$ cat config.mk
export PLATFORM = sky130hd
export DESIGN_NAME = tilt_pid_motor_mixer
export DESIGN_NICKNAME = d
export VERILOG_FILES = /design/src/design/tpm_pkg.sv /design/src/design/tpm_front.sv /design/src/design/tpm_fifo.sv /design/src/design/tpm_back.sv /design/src/design/tilt_pid_motor_mixer.sv
export SDC_FILE = /design/constraint.sdc
export NUM_CORES = 2
export LEC_CHECK = 0
export BUFFER_PORTS_ARGS = -buffer_cell sky130_fd_sc_hd__clkbuf_2
export CAP_MARGIN = 20
export CORE_UTILIZATION = 55
export CTS_CLUSTER_DIAMETER = 30
export DETAILED_ROUTE_END_ITERATION = 8
export MAX_ROUTING_LAYER = met4
export PLACE_DENSITY = 0.71
export SLEW_MARGIN = 20
export SYNTH_ARGS = -nofsm -noshare
export SYNTH_HDL_FRONTEND = slang
export SYNTH_SLANG_ARGS = --single-unit
$ cat constraint.sdc
create_clock -name clk -period 21.5 [get_ports clk]
set_clock_uncertainty 0.05 [all_clocks]
set_input_delay 6.45 -clock clk [delete_from_list [all_inputs] [get_ports clk]]
set_output_delay 6.45 -clock clk [all_outputs]
set_load 0.05 [all_outputs]
$ cat src/design/tpm_pkg.sv
// tpm_pkg: shared types, constants and helpers of the tilt PID motor mixer.
// No dependencies; every other file refers to it by scoped names.
`timescale 1ns / 1ps

package tpm_pkg;

  // CORDIC iteration count and the arctangent table it walks
  localparam int CORDIC_STEPS = 16;
  localparam int TABLE_LEN    = 24;
  localparam int CORDIC_RUN   = (CORDIC_STEPS < TABLE_LEN) ? CORDIC_STEPS : TABLE_LEN;
  localparam int CNT_W        = $clog2(CORDIC_RUN + 1);
  localparam int IDX_W        = $clog2(TABLE_LEN);

  // datapath widths
  localparam int RATE_W  = 34;  // scaled gyro rate, Q18.16
  localparam int ANG_W   = 32;  // angles, Q16.16
  localparam int XY_W    = 36;  // CORDIC vector with gain headroom
  localparam int MUL_A_W = 34;
  localparam int MUL_B_W = 23;
  localparam int WIDE_W  = 58;  // products and the PID sum
  localparam int N_W     = 20;  // remap numerator

  // fixed-point constants (Q16.16 unless noted)
  localparam logic signed [16:0]        K_RATE  = 17'sd40042;
  localparam logic signed [MUL_B_W-1:0] K_DT    = 23'sd655;
  localparam logic signed [MUL_B_W-1:0] K_BETA  = 23'sd3277;
  localparam logic signed [MUL_B_W-1:0] K_ALPHA = 23'sd62259;
  // ceil(2^31 / 2000): exact floor division by 2000 for numerators below 2^20
  localparam logic signed [MUL_B_W-1:0] K_RECIP = 23'sd1073742;
  localparam int RECIP_SH = 31;
  localparam logic signed [ANG_W-1:0]   DEG180  = 32'sd11796480;

  // queue between front and back
  localparam int FIFO_DEPTH = 2;
  localparam int FIFO_PTR_W = $clog2(FIFO_DEPTH);
  localparam int FIFO_CNT_W = $clog2(FIFO_DEPTH + 1);

  // configuration register indexes
  localparam int CFG_IDX_W = 3;
  localparam logic [CFG_IDX_W-1:0] CFG_GYRO_OFFSET = 3'd0;
  localparam logic [CFG_IDX_W-1:0] CFG_PROP_GAIN   = 3'd1;
  localparam logic [CFG_IDX_W-1:0] CFG_INTEG_GAIN  = 3'd2;
  localparam logic [CFG_IDX_W-1:0] CFG_DERIV_GAIN  = 3'd3;
  localparam logic [CFG_IDX_W-1:0] CFG_BASE_LEFT   = 3'd4;
  localparam logic [CFG_IDX_W-1:0] CFG_BASE_RIGHT  = 3'd5;
  localparam logic [CFG_IDX_W-1:0] CFG_DUTY_LIMIT  = 3'd6;

  typedef struct packed {
    logic signed [15:0] gyro_rate_offset;
    logic [15:0]        prop_gain;
    logic [15:0]        integral_gain;
    logic [15:0]        deriv_gain;
    logic [7:0]         base_speed_left;
    logic [7:0]         base_speed_right;
    logic [7:0]         duty_limit;
  } cfg_t;

  // one classified sample: scaled rate and accelerometer angle
  typedef struct packed {
    logic signed [RATE_W-1:0] rate;
    logic signed [ANG_W-1:0]  acc;
  } sample_t;

  typedef struct packed {
    logic full;
    logic empty;
  } q_stat_t;

  typedef enum logic [1:0] {
    FR_IDLE,
    FR_ITER,
    FR_PUSH
  } front_state_t;

  typedef enum logic [3:0] {
    BK_IDLE,
    BK_RMUL,
    BK_PRED,
    BK_ALPHA,
    BK_TILT,
    BK_ERR,
    BK_IMUL,
    BK_INTEG,
    BK_SUMP,
    BK_SUMI,
    BK_D100,
    BK_SUMD,
    BK_OUT,
    BK_RECIP,
    BK_EMIT
  } back_state_t;

  // atan(2^-i) in degrees, Q16.16
  function automatic logic signed [ANG_W-1:0] atan_lut(input logic [IDX_W-1:0] idx);
    logic signed [ANG_W-1:0] v;
    case (idx)
      5'd0:    v = 32'sd2949120;
      5'd1:    v = 32'sd1740967;
      5'd2:    v = 32'sd919879;
      5'd3:    v = 32'sd466945;
      5'd4:    v = 32'sd234379;
      5'd5:    v = 32'sd117304;
      5'd6:    v = 32'sd58666;
      5'd7:    v = 32'sd29335;
      5'd8:    v = 32'sd14668;
      5'd9:    v = 32'sd7334;
      5'd10:   v = 32'sd3667;
      5'd11:   v = 32'sd1833;
      5'd12:   v = 32'sd917;
      5'd13:   v = 32'sd458;
      5'd14:   v = 32'sd229;
      5'd15:   v = 32'sd115;
      5'd16:   v = 32'sd57;
      5'd17:   v = 32'sd29;
      5'd18:   v = 32'sd14;
      5'd19:   v = 32'sd7;
      5'd20:   v = 32'sd4;
      5'd21:   v = 32'sd2;
      5'd22:   v = 32'sd1;
      default: v = 32'sd0;
    endcase
    return v;
  endfunction

  // saturate a wide signed value to 32 bits
  function automatic logic signed [31:0] sat32(input logic signed [WIDE_W-1:0] v);
    logic signed [31:0] r;
    if ((&v[WIDE_W-1:31]) || ~(|v[WIDE_W-1:31])) begin
      r = v[31:0];
    end else if (v[WIDE_W-1]) begin
      r = 32'sh8000_0000;
    end else begin
      r = 32'sh7fff_ffff;
    end
    return r;
  endfunction

endpackage

$ cat src/design/tpm_front.sv
// tpm_front: accepts sensor samples, scales the gyro rate and runs the
// iterative CORDIC atan2. Depends on tpm_pkg.
`timescale 1ns / 1ps

module tpm_front (
  input  logic                 clk,
  input  logic                 rst_n,
  input  logic                 in_push,
  output logic                 in_full,
  input  logic signed [15:0]   in_accel_y,
  input  logic signed [15:0]   in_accel_z,
  input  logic signed [15:0]   in_gyro_x,
  input  logic signed [15:0]   gyro_rate_offset,
  output logic                 q_push,
  output tpm_pkg::sample_t     q_data,
  input  tpm_pkg::q_stat_t     q_stat
);

  tpm_pkg::front_state_t state_r, state_nxt;

  logic signed [tpm_pkg::XY_W-1:0]   x_r, x_nxt, y_r, y_nxt;
  logic signed [tpm_pkg::ANG_W-1:0]  z_r, z_nxt;
  logic signed [tpm_pkg::RATE_W-1:0] rate_r, rate_nxt;
  logic [tpm_pkg::CNT_W-1:0]         cnt_r, cnt_nxt;

  logic                              accept;
  logic                              zero_vec;
  logic                              step_last;
  logic signed [16:0]                neg_ay, az_ext, gx_ext, off_ext, rdiff;
  logic signed [tpm_pkg::XY_W-1:0]   x0, y0, xs, ys;
  logic signed [tpm_pkg::ANG_W-1:0]  tab;

  assign accept    = in_push && (state_r == tpm_pkg::FR_IDLE);
  assign zero_vec  = (in_accel_y == 16'sd0) && (in_accel_z == 16'sd0);
  assign step_last = (cnt_r == tpm_pkg::CNT_W'(tpm_pkg::CORDIC_RUN - 1));

  // start vector: (accel_z, -accel_y) in Q16.16
  assign neg_ay = -17'(in_accel_y);
  assign az_ext = 17'(in_accel_z);
  assign gx_ext = 17'(in_gyro_x);
  assign off_ext = 17'(gyro_rate_offset);
  assign rdiff  = gx_ext - off_ext;
  assign x0     = tpm_pkg::XY_W'(az_ext) <<< 16;
  assign y0     = tpm_pkg::XY_W'(neg_ay) <<< 16;

  // one micro-rotation per cycle
  assign xs  = x_r >>> cnt_r;
  assign ys  = y_r >>> cnt_r;
  assign tab = tpm_pkg::atan_lut(tpm_pkg::IDX_W'(cnt_r));

  // datapath
  always_comb begin
    x_nxt    = x_r;
    y_nxt    = y_r;
    z_nxt    = z_r;
    cnt_nxt  = cnt_r;
    rate_nxt = rate_r;
    if (accept) begin
      rate_nxt = rdiff * tpm_pkg::K_RATE;
      cnt_nxt  = '0;
      if (in_accel_z[15]) begin
        // left half plane: turn by 180 degrees first
        x_nxt = -x0;
        y_nxt = -y0;
        z_nxt = neg_ay[16] ? -tpm_pkg::DEG180 : tpm_pkg::DEG180;
      end else begin
        x_nxt = x0;
        y_nxt = y0;
        z_nxt = '0;
      end
    end else if (state_r == tpm_pkg::FR_ITER) begin
      cnt_nxt = cnt_r + 1'b1;
      if (!y_r[tpm_pkg::XY_W-1]) begin
        x_nxt = x_r + ys;
        y_nxt = y_r - xs;
        z_nxt = z_r + tab;
      end else begin
        x_nxt = x_r - ys;
        y_nxt = y_r + xs;
        z_nxt = z_r - tab;
      end
    end
  end

  // next state
  always_comb begin
    state_nxt = state_r;
    unique case (state_r)
      tpm_pkg::FR_IDLE: if (in_push) state_nxt = zero_vec ? tpm_pkg::FR_PUSH : tpm_pkg::FR_ITER;
      tpm_pkg::FR_ITER: if (step_last) state_nxt = tpm_pkg::FR_PUSH;
      tpm_pkg::FR_PUSH: if (!q_stat.full) state_nxt = tpm_pkg::FR_IDLE;
      default:          state_nxt = tpm_pkg::FR_IDLE;
    endcase
  end

  // outputs
  always_comb begin
    in_full = 1'b1;
    q_push  = 1'b0;
    unique case (state_r)
      tpm_pkg::FR_IDLE: in_full = 1'b0;
      tpm_pkg::FR_ITER: in_full = 1'b1;
      tpm_pkg::FR_PUSH: q_push  = !q_stat.full;
      default:          in_full = 1'b1;
    endcase
  end

  assign q_data.rate = rate_r;
  assign q_data.acc  = z_r;

  always_ff @(posedge clk) begin
    if (!rst_n) begin
      state_r <= tpm_pkg::FR_IDLE;
    end else begin
      state_r <= state_nxt;
    end
    x_r    <= x_nxt;
    y_r    <= y_nxt;
    z_r    <= z_nxt;
    cnt_r  <= cnt_nxt;
    rate_r <= rate_nxt;
  end

endmodule

$ cat src/design/tpm_fifo.sv
// tpm_fifo: short register queue of classified samples between front and back.
// Depends on tpm_pkg.
`timescale 1ns / 1ps

module tpm_fifo (
  input  logic              clk,
  input  logic              rst_n,
  input  logic              push,
  input  tpm_pkg::sample_t  wr_data,
  input  logic              pop,
  output tpm_pkg::sample_t  rd_data,
  output tpm_pkg::q_stat_t  stat
);

  tpm_pkg::sample_t                mem_r [tpm_pkg::FIFO_DEPTH];
  logic [tpm_pkg::FIFO_PTR_W-1:0]  wr_ptr_r, rd_ptr_r;
  logic [tpm_pkg::FIFO_CNT_W-1:0]  cnt_r;
  logic                            do_push, do_pop;

  assign stat.full  = (cnt_r == tpm_pkg::FIFO_CNT_W'(tpm_pkg::FIFO_DEPTH));
  assign stat.empty = (cnt_r == '0);
  assign do_push    = push && !stat.full;
  assign do_pop     = pop && !stat.empty;
  assign rd_data    = mem_r[rd_ptr_r];

  // pointers and fill count
  always_ff @(posedge clk) begin
    if (!rst_n) begin
      wr_ptr_r <= '0;
      rd_ptr_r <= '0;
      cnt_r    <= '0;
    end else begin
      if (do_push) wr_ptr_r <= wr_ptr_r + 1'b1;
      if (do_pop)  rd_ptr_r <= rd_ptr_r + 1'b1;
      case ({do_push, do_pop})
        2'b10:   cnt_r <= cnt_r + 1'b1;
        2'b01:   cnt_r <= cnt_r - 1'b1;
        default: cnt_r <= cnt_r;
      endcase
    end
  end

  // storage
  always_ff @(posedge clk) begin
    if (do_push) mem_r[wr_ptr_r] <= wr_data;
  end

endmodule

$ cat src/design/tpm_back.sv
// tpm_back: complementary filter, PID and motor mixing on one shared
// multiplier, plus the result register. Depends on tpm_pkg.
`timescale 1ns / 1ps

module tpm_back (
  input  logic                clk,
  input  logic                rst_n,
  input  tpm_pkg::cfg_t       cfg,
  input  tpm_pkg::sample_t    q_data,
  input  tpm_pkg::q_stat_t    q_stat,
  output logic                q_pop,
  output logic                out_empty,
  input  logic                out_pop,
  output logic [7:0]          out_duty_left,
  output logic [7:0]          out_duty_right,
  output logic signed [8:0]   out_drive_level,
  output logic signed [16:0]  out_tilt_angle
);

  localparam int W = tpm_pkg::WIDE_W;

  tpm_pkg::back_state_t state_r, state_nxt;

  // filter and PID state
  logic signed [31:0]                tilt_r, tilt_nxt, integ_r, integ_nxt, prev_r, prev_nxt;
  // per-sample working registers
  logic signed [tpm_pkg::RATE_W-1:0] rate_r, rate_nxt, t_r, t_nxt, diff_r, diff_nxt;
  logic signed [tpm_pkg::ANG_W-1:0]  acc_r, acc_nxt;
  logic signed [31:0]                err_r, err_nxt;
  logic signed [W-1:0]               m_r, m_nxt, s_r, s_nxt;
  logic [tpm_pkg::N_W-1:0]           n_r, n_nxt;
  // result register
  logic                              out_valid_r, out_valid_nxt;
  logic [7:0]                        dl_r, dl_nxt, dr_r, dr_nxt;
  logic signed [8:0]                 drv_r, drv_nxt;
  logic signed [16:0]                tq_r, tq_nxt;

  logic signed [tpm_pkg::MUL_A_W-1:0] mul_a;
  logic signed [tpm_pkg::MUL_B_W-1:0] mul_b;
  logic signed [W-1:0]                mul_p;

  logic                  emit_ok;
  logic signed [W-1:0]   sdiv, sclamp;
  logic [15:0]           vsh;
  logic [9:0]            q10;
  logic signed [10:0]    drv11, dl11, dr11;
  logic signed [23:0]    tsh;

  assign emit_ok = !out_valid_r || out_pop;

  // shared multiplier operand select
  always_comb begin
    mul_a = '0;
    mul_b = '0;
    case (state_r)
      tpm_pkg::BK_RMUL:  begin mul_a = rate_r;                      mul_b = tpm_pkg::K_DT;    end
      tpm_pkg::BK_PRED:  begin mul_a = tpm_pkg::MUL_A_W'(acc_r);    mul_b = tpm_pkg::K_BETA;  end
      tpm_pkg::BK_ALPHA: begin mul_a = t_r;                         mul_b = tpm_pkg::K_ALPHA; end
      tpm_pkg::BK_IMUL:  begin mul_a = tpm_pkg::MUL_A_W'(err_r);    mul_b = tpm_pkg::K_DT;    end
      tpm_pkg::BK_INTEG: begin
        mul_a = tpm_pkg::MUL_A_W'(err_r);
        mul_b = $signed({7'b0, cfg.prop_gain});
      end
      tpm_pkg::BK_SUMP:  begin
        mul_a = tpm_pkg::MUL_A_W'(integ_r);
        mul_b = $signed({7'b0, cfg.integral_gain});
      end
      tpm_pkg::BK_SUMI:  begin mul_a = diff_r; mul_b = $signed({7'b0, cfg.deriv_gain}); end
      tpm_pkg::BK_RECIP: begin
        mul_a = $signed({{(tpm_pkg::MUL_A_W-tpm_pkg::N_W){1'b0}}, n_r});
        mul_b = tpm_pkg::K_RECIP;
      end
      default: begin mul_a = '0; mul_b = '0; end
    endcase
  end

  assign mul_p = W'(mul_a) * W'(mul_b);

  // PID output truncated toward zero, then limited to the remap span
  always_comb begin
    sdiv = (s_r + (s_r[W-1] ? $signed(W'(24'hff_ffff)) : W'(0))) >>> 24;
    if (sdiv > W'(30000)) begin
      sclamp = W'(30000);
    end else if (sdiv < -W'(30000)) begin
      sclamp = -W'(30000);
    end else begin
      sclamp = sdiv;
    end
    vsh = 16'(sclamp + W'(30000));
  end

  // remap and mixing
  always_comb begin
    q10   = m_r[tpm_pkg::RECIP_SH+9:tpm_pkg::RECIP_SH];
    drv11 = $signed({1'b0, q10}) - 11'sd255;
    dl11  = $signed({3'b0, cfg.base_speed_left}) - drv11;
    dr11  = $signed({3'b0, cfg.base_speed_right}) + drv11;
    tsh   = 24'(tilt_r >>> 8);
  end

  // datapath
  always_comb begin
    tilt_nxt  = tilt_r;
    integ_nxt = integ_r;
    prev_nxt  = prev_r;
    rate_nxt  = rate_r;
    acc_nxt   = acc_r;
    t_nxt     = t_r;
    diff_nxt  = diff_r;
    err_nxt   = err_r;
    m_nxt     = m_r;
    s_nxt     = s_r;
    n_nxt     = n_r;
    dl_nxt    = dl_r;
    dr_nxt    = dr_r;
    drv_nxt   = drv_r;
    tq_nxt    = tq_r;
    case (state_r)
      tpm_pkg::BK_IDLE: begin
        rate_nxt = q_data.rate;
        acc_nxt  = q_data.acc;
      end
      tpm_pkg::BK_RMUL:  m_nxt = mul_p;
      tpm_pkg::BK_PRED: begin
        // predicted tilt from the integrated rate
        t_nxt = tpm_pkg::RATE_W'(tilt_r) + tpm_pkg::RATE_W'(m_r >>> 16);
        m_nxt = mul_p;
      end
      tpm_pkg::BK_ALPHA: begin
        s_nxt = m_r;
        m_nxt = mul_p;
      end
      tpm_pkg::BK_TILT:  tilt_nxt = tpm_pkg::sat32((m_r + s_r) >>> 16);
      tpm_pkg::BK_ERR:   err_nxt = tpm_pkg::sat32(-W'(tilt_r) - W'(rate_r));
      tpm_pkg::BK_IMUL: begin
        m_nxt    = mul_p;
        diff_nxt = tpm_pkg::RATE_W'(err_r) - tpm_pkg::RATE_W'(prev_r);
        prev_nxt = err_r;
      end
      tpm_pkg::BK_INTEG: begin
        integ_nxt = tpm_pkg::sat32(W'(integ_r) + (m_r >>> 16));
        m_nxt     = mul_p;
      end
      tpm_pkg::BK_SUMP: begin
        s_nxt = m_r;
        m_nxt = mul_p;
      end
      tpm_pkg::BK_SUMI: begin
        s_nxt = s_r + m_r;
        m_nxt = mul_p;
      end
      // derivative term times 100 = 64 + 32 + 4
      tpm_pkg::BK_D100:  m_nxt = (m_r <<< 6) + (m_r <<< 5) + (m_r <<< 2);
      tpm_pkg::BK_SUMD:  s_nxt = s_r + m_r;
      tpm_pkg::BK_OUT:   n_nxt = {vsh, 4'b0} + tpm_pkg::N_W'(vsh);
      tpm_pkg::BK_RECIP: m_nxt = mul_p;
      tpm_pkg::BK_EMIT: begin
        if (emit_ok) begin
          drv_nxt = drv11[8:0];
          if (dl11 < 11'sd0) begin
            dl_nxt = 8'd0;
          end else if (dl11 > $signed({3'b0, cfg.duty_limit})) begin
            dl_nxt = cfg.duty_limit;
          end else begin
            dl_nxt = dl11[7:0];
          end
          if (dr11 < 11'sd0) begin
            dr_nxt = 8'd0;
          end else if (dr11 > $signed({3'b0, cfg.duty_limit})) begin
            dr_nxt = cfg.duty_limit;
          end else begin
            dr_nxt = dr11[7:0];
          end
          if (tsh > 24'sd46080) begin
            tq_nxt = 17'sd46080;
          end else if (tsh < -24'sd46080) begin
            tq_nxt = -17'sd46080;
          end else begin
            tq_nxt = tsh[16:0];
          end
        end
      end
      default: m_nxt = m_r;
    endcase
  end

  // next state
  always_comb begin
    state_nxt = state_r;
    unique case (state_r)
      tpm_pkg::BK_IDLE:  if (!q_stat.empty) state_nxt = tpm_pkg::BK_RMUL;
      tpm_pkg::BK_RMUL:  state_nxt = tpm_pkg::BK_PRED;
      tpm_pkg::BK_PRED:  state_nxt = tpm_pkg::BK_ALPHA;
      tpm_pkg::BK_ALPHA: state_nxt = tpm_pkg::BK_TILT;
      tpm_pkg::BK_TILT:  state_nxt = tpm_pkg::BK_ERR;
      tpm_pkg::BK_ERR:   state_nxt = tpm_pkg::BK_IMUL;
      tpm_pkg::BK_IMUL:  state_nxt = tpm_pkg::BK_INTEG;
      tpm_pkg::BK_INTEG: state_nxt = tpm_pkg::BK_SUMP;
      tpm_pkg::BK_SUMP:  state_nxt = tpm_pkg::BK_SUMI;
      tpm_pkg::BK_SUMI:  state_nxt = tpm_pkg::BK_D100;
      tpm_pkg::BK_D100:  state_nxt = tpm_pkg::BK_SUMD;
      tpm_pkg::BK_SUMD:  state_nxt = tpm_pkg::BK_OUT;
      tpm_pkg::BK_OUT:   state_nxt = tpm_pkg::BK_RECIP;
      tpm_pkg::BK_RECIP: state_nxt = tpm_pkg::BK_EMIT;
      tpm_pkg::BK_EMIT:  if (emit_ok) state_nxt = tpm_pkg::BK_IDLE;
      default:           state_nxt = tpm_pkg::BK_IDLE;
    endcase
  end

  // outputs
  always_comb begin
    q_pop         = 1'b0;
    out_valid_nxt = out_valid_r && !out_pop;
    unique case (state_r)
      tpm_pkg::BK_IDLE: q_pop = !q_stat.empty;
      tpm_pkg::BK_EMIT: if (emit_ok) out_valid_nxt = 1'b1;
      default:          q_pop = 1'b0;
    endcase
  end

  assign out_empty       = !out_valid_r;
  assign out_duty_left   = dl_r;
  assign out_duty_right  = dr_r;
  assign out_drive_level = drv_r;
  assign out_tilt_angle  = tq_r;

  always_ff @(posedge clk) begin
    if (!rst_n) begin
      state_r     <= tpm_pkg::BK_IDLE;
      out_valid_r <= 1'b0;
      tilt_r      <= '0;
      integ_r     <= '0;
      prev_r      <= '0;
    end else begin
      state_r     <= state_nxt;
      out_valid_r <= out_valid_nxt;
      tilt_r      <= tilt_nxt;
      integ_r     <= integ_nxt;
      prev_r      <= prev_nxt;
    end
    rate_r <= rate_nxt;
    acc_r  <= acc_nxt;
    t_r    <= t_nxt;
    diff_r <= diff_nxt;
    err_r  <= err_nxt;
    m_r    <= m_nxt;
    s_r    <= s_nxt;
    n_r    <= n_nxt;
    dl_r   <= dl_nxt;
    dr_r   <= dr_nxt;
    drv_r  <= drv_nxt;
    tq_r   <= tq_nxt;
  end

  // checks
  a_drive_range: assert property (@(posedge clk) disable iff (!rst_n)
    !out_empty |-> (out_drive_level != -9'sd256))
    else $error("drive level outside +-255");

  a_duty_limit: assert property (@(posedge clk) disable iff (!rst_n)
    !out_empty |-> (out_duty_left <= cfg.duty_limit) && (out_duty_right <= cfg.duty_limit))
    else $error("duty above limit");

  a_tilt_range: assert property (@(posedge clk) disable iff (!rst_n)
    !out_empty |-> (out_tilt_angle <= 17'sd46080) && (out_tilt_angle >= -17'sd46080))
    else $error("tilt angle out of range");

  a_no_overwrite: assert property (@(posedge clk) disable iff (!rst_n)
    (state_r == tpm_pkg::BK_EMIT) && out_valid_r && !out_pop |=> (state_r == tpm_pkg::BK_EMIT))
    else $error("result overwritten while waiting");

  a_start: assert property (@(posedge clk) disable iff (!rst_n)
    (state_r == tpm_pkg::BK_IDLE) && !q_stat.empty |=> (state_r == tpm_pkg::BK_RMUL))
    else $error("queued sample not started");

endmodule

$ cat src/design/tilt_pid_motor_mixer.sv
// tilt_pid_motor_mixer: top level with configuration registers, front,
// queue and back. Depends on tpm_pkg, tpm_front, tpm_fifo, tpm_back.
//
// Usage:
//  Input channel: drive in_accel_y, in_accel_z, in_gyro_x and raise in_push;
//  a sample is taken on a clock edge where in_push is high and in_full low.
//  Result channel: while out_empty is low the ports carry the oldest result
//  (duties, drive level, tilt angle); it is taken when out_pop is high.
//  Configuration: cfg_wr_en, cfg_index, cfg_data write one register per
//  clock; write only while no sample is in flight. Index 7 is ignored.
//  Path: from the accepting edge to out_empty falling a sample runs the 16
//  CORDIC rotations (skipped when both accel axes are zero) and the push
//  state in the front, then the back's state sequence on its one multiplier.
//  Overlap: the front takes a new sample only once its CORDIC loop and push
//  are done; the back's sequence overlaps it through a two-word queue.
//  Reset (rst_n low, synchronous): registers to their defaults, filter and
//  PID state to zero, queue and result register empty.
//  When the receiver stalls the result holds, the back waits, the queue
//  fills and in_full then stays high until words drain.
`timescale 1ns / 1ps

module tilt_pid_motor_mixer (
  input  logic                             clk,
  input  logic                             rst_n,
  input  logic                             in_push,
  output logic                             in_full,
  input  logic signed [15:0]               in_accel_y,
  input  logic signed [15:0]               in_accel_z,
  input  logic signed [15:0]               in_gyro_x,
  output logic                             out_empty,
  input  logic                             out_pop,
  output logic [7:0]                       out_duty_left,
  output logic [7:0]                       out_duty_right,
  output logic signed [8:0]                out_drive_level,
  output logic signed [16:0]               out_tilt_angle,
  input  logic                             cfg_wr_en,
  input  logic [tpm_pkg::CFG_IDX_W-1:0]    cfg_index,
  input  logic [15:0]                      cfg_data
);

  tpm_pkg::cfg_t     cfg_r, cfg_nxt;
  tpm_pkg::sample_t  f_data, b_data;
  tpm_pkg::q_stat_t  q_stat;
  logic              q_push, q_pop;

  // configuration register write decode
  always_comb begin
    cfg_nxt = cfg_r;
    if (cfg_wr_en) begin
      unique case (cfg_index)
        tpm_pkg::CFG_GYRO_OFFSET: cfg_nxt.gyro_rate_offset = cfg_data;
        tpm_pkg::CFG_PROP_GAIN:   cfg_nxt.prop_gain        = cfg_data;
        tpm_pkg::CFG_INTEG_GAIN:  cfg_nxt.integral_gain    = cfg_data;
        tpm_pkg::CFG_DERIV_GAIN:  cfg_nxt.deriv_gain       = cfg_data;
        tpm_pkg::CFG_BASE_LEFT:   cfg_nxt.base_speed_left  = cfg_data[7:0];
        tpm_pkg::CFG_BASE_RIGHT:  cfg_nxt.base_speed_right = cfg_data[7:0];
        tpm_pkg::CFG_DUTY_LIMIT:  cfg_nxt.duty_limit       = cfg_data[7:0];
        default:                  cfg_nxt = cfg_r;
      endcase
    end
  end

  always_ff @(posedge clk) begin
    if (!rst_n) begin
      cfg_r.gyro_rate_offset <= 16'sd0;
      cfg_r.prop_gain        <= 16'd1536;
      cfg_r.integral_gain    <= 16'd154;
      cfg_r.deriv_gain       <= 16'd6400;
      cfg_r.base_speed_left  <= 8'd125;
      cfg_r.base_speed_right <= 8'd125;
      cfg_r.duty_limit       <= 8'd125;
    end else begin
      cfg_r <= cfg_nxt;
    end
  end

  tpm_front u_front (
    .clk              (clk),
    .rst_n            (rst_n),
    .in_push          (in_push),
    .in_full          (in_full),
    .in_accel_y       (in_accel_y),
    .in_accel_z       (in_accel_z),
    .in_gyro_x        (in_gyro_x),
    .gyro_rate_offset (cfg_r.gyro_rate_offset),
    .q_push           (q_push),
    .q_data           (f_data),
    .q_stat           (q_stat)
  );

  tpm_fifo u_fifo (
    .clk     (clk),
    .rst_n   (rst_n),
    .push    (q_push),
    .wr_data (f_data),
    .pop     (q_pop),
    .rd_data (b_data),
    .stat    (q_stat)
  );

  tpm_back u_back (
    .clk             (clk),
    .rst_n           (rst_n),
    .cfg             (cfg_r),
    .q_data          (b_data),
    .q_stat          (q_stat),
    .q_pop           (q_pop),
    .out_empty       (out_empty),
    .out_pop         (out_pop),
    .out_duty_left   (out_duty_left),
    .out_duty_right  (out_duty_right),
    .out_drive_level (out_drive_level),
    .out_tilt_angle  (out_tilt_angle)
  );

endmodule

==> run summary <==
Nets: 11,100
Vias per std cell: 6.10
Ys async rst share: 0
Crit end category: flop
Die outline width: 401 um
Crit Path Class: primary input to flop
DR vias: 71,800
Die height: 401 um
Hold Buf Count CTS: 0
Core region area: 158,000 um^2
Slowest-stage cell, CP: fa_1
Commonest non-fill, non-tap cell in the layout: inv_1
H-tree levels: 4
Routed WL: 272,000 um
DRT iter0 DRCs: 6,605
Crit path DAT: 15.69 ns
I/O pins: 116
Die area: 161,000 um^2
Vias in the first global route: 70,900
DRC: 0
Cells after synthesis: 9,385
Count of final setup violators: 0
Syn_area_per_cell: 9.33 um^2
Slew headroom: 0.260
Max Slew Vio Count: 0
CTS buffer count: 202
Root buf cell: clkbuf_16
Post-CTS resize count: 0
RSZ-0062 raised after global routing: false
PortBufs: 115
Rows: 146
Largest net degree at the start of global routing: 96
Critical path's largest stage delay: 0.55 ns
Largest buffer count on any clock path: 3
All-Layer GR Usage: 0.346
Final hold violations: 0
Clock sinks: 831
DP HPWL: 210,000 um
Min setup slack post-route: 6.31 ns
Most used cell along the critical path: fa_1
Fin util: 0.618
Most frequent cells in the layout: 1,127 x inv_1, 958 x nand2_1, 792 x ha_1, 791 x nor2_1, 719 x fa_1
Initial core utilization: 0.554
Avg WL per Cell: 23.1 um
Post-Place Setup Slack: 5.48 ns
Max Fanout on Critical Path: 5
Period minus WS final: 15.19 ns
Initial antenna violation count: 6
Largest delay share family, worst path: compound AO/OA/AOI/OAI gates
Seq cells post-synth: 831
Antenna-violating nets left: 0
Synth-to-Final Area Change: 11.6%
CTS clk-pin slew, worst paths: 0.05 ns
First drt pass iteration count: 6
Max_cap viols: 0
Crit share post-route: 0.706
Worst Tran Pin Value: 1.11 ns
Top FF cell, synth: edfxtp_1
First-pass GRT wire length: 417,000 um
Run status: complete, no violations
Worst path required time: 22.00 ns
Yosys Warn Count: 0
Total negative slack: 0 ns
Yosys cell types: 111
Achievable Freq: 0.0658 GHz
Area of the mapped netlist: 87,600 um^2
Post-synthesis sequential area ratio: 0.259
Class of the worst hold path: flop to flop
Placer congestion estimate: 1.02
Post-synth EDFFs: 609
Share of cells above drive strength 1: 0.100
CTS tree: done
Setup Buffers After CTS: 0
GRT Residual Overflow: 0
Worst-skew pair later-pin latency: 0.82 ns
CP bufs+invs: 6
Worst setup SP type: primary input
==> metrics by stage <==
stage                     hold WS, ns  cell area (um^2)  std cells
final                           0.394             97800      11800
after global routing            0.400             97800      11800
after CTS                       0.398             97700      11800
after detailed placement        0.383             90600      11400
after global placement          0.374             90600      11400
after floorplan                 0.371             87700       9398
==> per-layer routing <==
layer | GRT usage | up-vias | routed length [um]
met4 | 0.175 | 0 | 16100
met2 | 0.533 | 3163 | 123000
met5 | - | - | 0
met3 | 0.0597 | 681 | 23200
li1 | - | 32800 | -
met1 | 0.441 | 35200 | 110000
==> worst register-to-register path: cells and delay by family, from the launching register on <==
family / cells / cell delay (ns)
buf+inv: 5 / 0.39
fa+ha+maj: 8 / 3.96
compound gates: 8 / 3.28
simple gates: 10 / 3.50
flops: 1 / 0.87
==> cell families after synthesis <==
logic type | after synthesis | share of synthesized area
simple gates | 2684 | 0.141
compound gates | 2034 | 0.151
fa+ha+maj | 1512 | 0.278
buf+inv | 1474 | 0.0647
flops | 831 | 0.259
xor+xnor | 561 | 0.0561
mux | 287 | 0.0502
other cells | 2 | 0.0000857
==> state kept, by name, summed over array words and instances, names as in the netlist, 32 cells and up <==
signal,count
u_back.err_r,32
u_back.integ_r,32
u_front.y_r,36
u_back.diff_r,33
u_fifo.mem_r,130
u_front.x_r,36
cfg_r,88
u_back.rate_r,33
u_back.prev_r,32
u_front.z_r,32
u_back.acc_r,32
u_back.m_r,58
u_front.rate_r,33
u_back.t_r,34
u_back.s_r,58
u_back.tilt_r,32
==> cell type report <==
cell class	count	area, um^2
flip-flops and latches	831	22700
well taps	2072	2590
diodes	5	12.5
clock inverters	160	1900
fillers	13200	60400
multi-input cells	7093	59500
clock buffers	223	5170
inverters	1134	4260
repair buffers	240	1540
==> cell usage after synthesis (110+ instances only) <==
cell type  count  area (um^2)
xor2_1       195         1710
clkbuf_1     276         1040
a21o_1       203         1520
fa_1         720        14400
xnor2_1      366         3210
nand2_1      960         3600
a21oi_1      547         2740
mux4_2       110         2480
o21ai_0      458         2290
nor3_1       128          641
nor2_1       799         3000
ha_1         792         9910
dfxtp_1      222         4440
nand3_1      154          771
inv_1       1130         4240
edfxtp_1     609        18300
==> final timing paths <==
check	cells after the start	to	slack, ns	start
setup / recovery	38	u_front.rate_r[31]$_DFFE_PP_	6.31	in_gyro_x[0]
hold / removal	0	u_fifo.mem_r[1][39]$_DFFE_PP_	0.39	u_front.rate_r[8]$_DFFE_PP_
setup reg to reg	31	u_back.m_r[55]$_DFFE_PP_	9.14	u_back.state_r[1]$_SDFFE_PN0P_
hold reg to reg	0	u_fifo.mem_r[1][39]$_DFFE_PP_	0.39	u_front.rate_r[8]$_DFFE_PP_
Power is left out: the tool's default activity adds up to more than one toggle a clock period on the data nets, which glitch-free logic cannot reach.
